`config.mk`:
```
export PLATFORM = sky130hd
export DESIGN_NAME = gppa_cfg
export DESIGN_NICKNAME = d
export VERILOG_FILES = /design/src/hw/rtl/gppa_pkg.sv /design/src/hw/rtl/gppa_cfg.sv
export SDC_FILE = /design/constraint.sdc
export NUM_CORES = 1
export LEC_CHECK = 0
export BUFFER_PORTS_ARGS = -buffer_cell sky130_fd_sc_hd__buf_2
export CORE_MARGIN = 10
export CORE_UTILIZATION = 32
export DETAILED_ROUTE_END_ITERATION = 10
export GPL_ROUTABILITY_DRIVEN = 1
export PLACE_DENSITY = 0.8
export RECOVER_POWER = 100
export SYNTH_ARGS = -nofsm -noshare
export SYNTH_HDL_FRONTEND = slang
export SYNTH_SLANG_ARGS = --single-unit
```
`constraint.sdc`:
```
create_clock -name i_clk -period 2 [get_ports i_clk]
set_input_delay 0.4 -clock i_clk [delete_from_list [all_inputs] [get_ports i_clk]]
set_output_delay 0.4 -clock i_clk [all_outputs]
set_load 0.005 [all_outputs]
```
`src/hw/rtl/gppa_pkg.sv`:
```
// Shared types and constants of the generational page pool allocator.
package gppa_pkg;

    localparam int unsigned POOL_PAGES_DEF = 256;
    localparam int unsigned LAYER_LIMIT    = 43;
    localparam logic [7:0]  KIND_RESET     = 8'd4;
    localparam int unsigned CNT_W          = 9;

    typedef enum logic [3:0] {
        CMD_RESERVE       = 4'd0,
        CMD_RESERVE_COW   = 4'd1,
        CMD_PUBLISH       = 4'd2,
        CMD_CHK_PUBLISH   = 4'd3,
        CMD_FIND          = 4'd4,
        CMD_CHK_COW_PUB   = 4'd5,
        CMD_COW_PUBLISH   = 4'd6,
        CMD_ROLLBACK      = 4'd7,
        CMD_RELEASE       = 4'd8,
        CMD_CHK_SEQ_REL   = 4'd9,
        CMD_SEQ_RELEASE   = 4'd10
    } t_cmd;

    typedef enum logic [1:0] {
        STS_OK        = 2'd0,
        STS_INVALID   = 2'd1,
        STS_PRECOND   = 2'd2,
        STS_EXHAUSTED = 2'd3
    } t_status;

    typedef enum logic [1:0] {
        ST_FREE      = 2'd0,
        ST_RESERVED  = 2'd1,
        ST_PUBLISHED = 2'd2
    } t_slot_st;

    typedef enum logic [2:0] {
        S_IDLE,
        S_DECODE,
        S_CHK_A,
        S_CHK_B,
        S_WR2,
        S_SCAN,
        S_SDONE,
        S_SCAN2
    } t_fsm;

    typedef struct packed {
        logic [31:0] gen;
        logic [31:0] seq;
        logic [5:0]  layer;
        logic [31:0] page;
        t_slot_st    st;
    } t_slot_rec;

    typedef struct packed {
        logic [3:0]  command;
        logic [31:0] sequence_req;
        logic [7:0]  layer_index;
        logic [31:0] page_num;
        logic [63:0] page_handle;
        logic [31:0] repl_sequence;
        logic [7:0]  repl_layer;
        logic [31:0] repl_page;
        logic [63:0] repl_handle;
    } t_req;

    typedef struct packed {
        logic [1:0]       status;
        logic             found;
        logic [63:0]      out_handle;
        logic [31:0]      out_sequence;
        logic [5:0]       out_layer;
        logic [31:0]      out_page_num;
        logic [CNT_W-1:0] free_total;
        logic [CNT_W-1:0] reserved_total;
        logic [CNT_W-1:0] published_total;
    } t_res;

endpackage

```
`src/hw/rtl/gppa_cfg.sv`:
```
// APB register block holding the page kind code.
module gppa_cfg (
    input  logic        i_clk,
    input  logic        i_rst_n,
    input  logic        psel,
    input  logic        penable,
    input  logic        pwrite,
    input  logic [2:0]  paddr,
    input  logic [31:0] pwdata,
    output logic [31:0] prdata,
    output logic        pready,
    output logic [7:0]  o_kind
);
    import gppa_pkg::*;

    logic [7:0] r_kind;

    always_ff @(posedge i_clk) begin
        if (!i_rst_n) begin
            r_kind <= KIND_RESET;
        end else if (psel && penable && pwrite && !paddr[2]) begin
            r_kind <= pwdata[7:0];
        end
    end

    assign pready = 1'b1;
    assign prdata = paddr[2] ? 32'd0 : {24'd0, r_kind};
    assign o_kind = r_kind;

endmodule

```
==> results.md <==
* Status: complete, no violations
* Clock Sinks at 8
* DRT met1 WL at 507 um
* Setup_tns at 0 ns
* Worst setup path class: input port to primary output
* Pre-CTS setup slack at 0.555 ns
* CTS tree: done
* Largest net degree at the start of global routing at 17
* Site row count at 15
* Antenna-violating nets left at 0
* GP Congestion at 0.638
* Initial core utilization at 34.1%
* CP required at 1.60 ns
* Share of cells above drive strength 1 at 26.5%
* WL met2 at 816 um
* Reg power frac at 48.7%
* Leakage power at 0.331 nW
* # hold bufs at CTS at 0
* Final hold vios at 0
* Worst Setup End Kind: primary output
* Initial antenna violation count at 0
* Post-CTS Setup Repair Bufs at 0
* FMAX at 700 MHz
* Hpwl dp at 1330 um
* Max incr delay on CP at 0.26 ns
* Most frequent cells in the layout: conb_1, buf_2, nand2_1, clkbuf_1
* CP max FO at 9
* Routed WL per cell at 12.5 um
* Buf/Inv on CP at 2
* Total GRT Usage at 7.47%
* Die width at 63.1 um
* First-pass GRT wire length at 2440 um
* Fin crit period at 1.43 ns
* Final worst setup slack at 0.572 ns
* Synth unique cells at 10
* Total global routing overflow at 0
* Delay-heaviest family, CP: buffers and inverters
* Max Used Layer: met3
* Core area at 0.00175 mm^2
* CTS Buffer Depth at 2
* Crit start category: input port
* Peak supply drop at 217 uV
* I/O Buffers at 29
* Clock latency on the worst-skew pair at 0.24 ns
* Clock Tree Root: clkbuf_4
* Number of diodes at 0
* Sequential fraction of the synthesis area at 26.9%
* Skew final at 0 ns
* Sw Share at 25.7%
* DIE HEIGHT at 63.1 um
* Clk pin slew, worst setup/hold paths at 0.06 ns
* DRC Markers at 0
* Fin. max-slew vios at 0
* Number of I/O pins at 81
* Yosys warns at 0
* Net Sw Power at 0.0000873 W
* Part of the cycle the worst path needs at 71.4%
* Tot Pwr at 0.000340 W
* Max-cap violations at 0
* Internal power at 0.000252 W
* DR WL met3 at 214 um
* Via count at 456
* Yosys reg bits at 8
* Syn avg cell area at 8.51 um^2
* Total CTS buffers at 3
* RSZ-0062 raised after global routing: false
* Crit-path cells: clkbuf_1, and2b_2, buf_2
* Vias in the first global route at 529
* Area Overhead vs Synth at 10.9%
* Total Wirelength at 1540 um
* Fin Hold WS at 0.395 ns
* Slowest CP cell: clkbuf_1
* DRT iter0 DRCs at 7
* Resized cells post-CTS at 0
* Cells after synthesis at 70
* CP arrival at 1.03 ns
* Final #Nets at 140
* DIE AREA at 0.00399 mm^2
* DR vias/cell at 3.71
* Pre-Repair DR Iteration Count at 2
* Clock Power Share at 36.0%
* Pwr Density at 514 mW/mm^2
* Commonest non-fill, non-tap cell in the layout: conb_1
* Final number of setup-violating endpoints at 0
* CTS H-tree depth at 1
* Max reg flops at 8
* Hold Crit Class: input port to flip-flop
* Syn Std Cell Area at 596 um^2
* Combinational power share at 15.4%
## worst reg2reg max path, cell delays in order (launching register included)
cell     delay, ns
dfxtp_1       0.32
nor2b_1       0.11
mux2i_1       0.07
## worst paths after layout
kind	endpoint	from	cells past startpoint	slack (ns)
max reg2reg	o_kind[2]$_SDFFE_PN1P_	o_kind[2]$_SDFFE_PN1P_	2	1.37
min	o_kind[7]$_SDFFE_PN0P_	pwdata[7]	3	0.40
min reg2reg	o_kind[4]$_SDFFE_PN0P_	o_kind[4]$_SDFFE_PN0P_	2	0.47
max	prdata[1]	paddr[2]	3	0.57
## cell type report
class / count / area, um^2
clock buffers: 3 / 22.5
multi-input cells: 58 / 319
well taps: 25 / 31.3
fillers: 210 / 1080
flip-flops and latches: 8 / 160
repair buffers: 29 / 128
## cells by family after synthesis
group / count (synthesis) / synth area share, %
buffers and inverters: 27 / 34.0
AND/OR/NAND/NOR: 25 / 24.4
multiplexers: 8 / 13.4
flip-flops: 8 / 26.9
other: 2 / 1.26
## power groups by stage
stage,logic [W],clock network [W],registers (W)
3_3_place_gp,0.0000505,0,0.000168
5_1_grt,0.0000605,0.000139,0.000166
6_report,0.0000522,0.000122,0.000165
2_1_floorplan,0.0000640,0,0.000169
4_1_cts,0.0000521,0.000132,0.000165
3_5_place_dp,0.0000519,0,0.000169
## synth_stat cells
cell,instances,area [um^2]
mux2i_1,8,80.1
and4b_1,1,10.0
and2b_2,8,70.1
nor2b_1,2,12.5
nand2_1,14,52.6
dfxtp_1,8,160
buf_4,25,188
conb_1,2,7.51
buf_6,1,11.3
clkbuf_1,1,3.75
## layer usage
metal / vias up / GRT usage (%)
met2: 27 / 13.1
li1: 226 / -
met3: 0 / 5.48
met5: - / 0
met4: 0 / 2.51
met1: 203 / 6.52
## through the flow
| stage | instance area (um^2) | util, % | cells |
|---|---|---|---|
| finish | 661 | 37.8 | 123 |
| global route | 661 | 37.8 | 123 |
| CTS | 678 | 38.9 | 123 |
| detailed placement | 656 | 37.6 | 120 |
| global placement | 656 | 37.6 | 120 |
| floorplan | 682 | - | 93 |
Power figures use the tool's default switching activity.
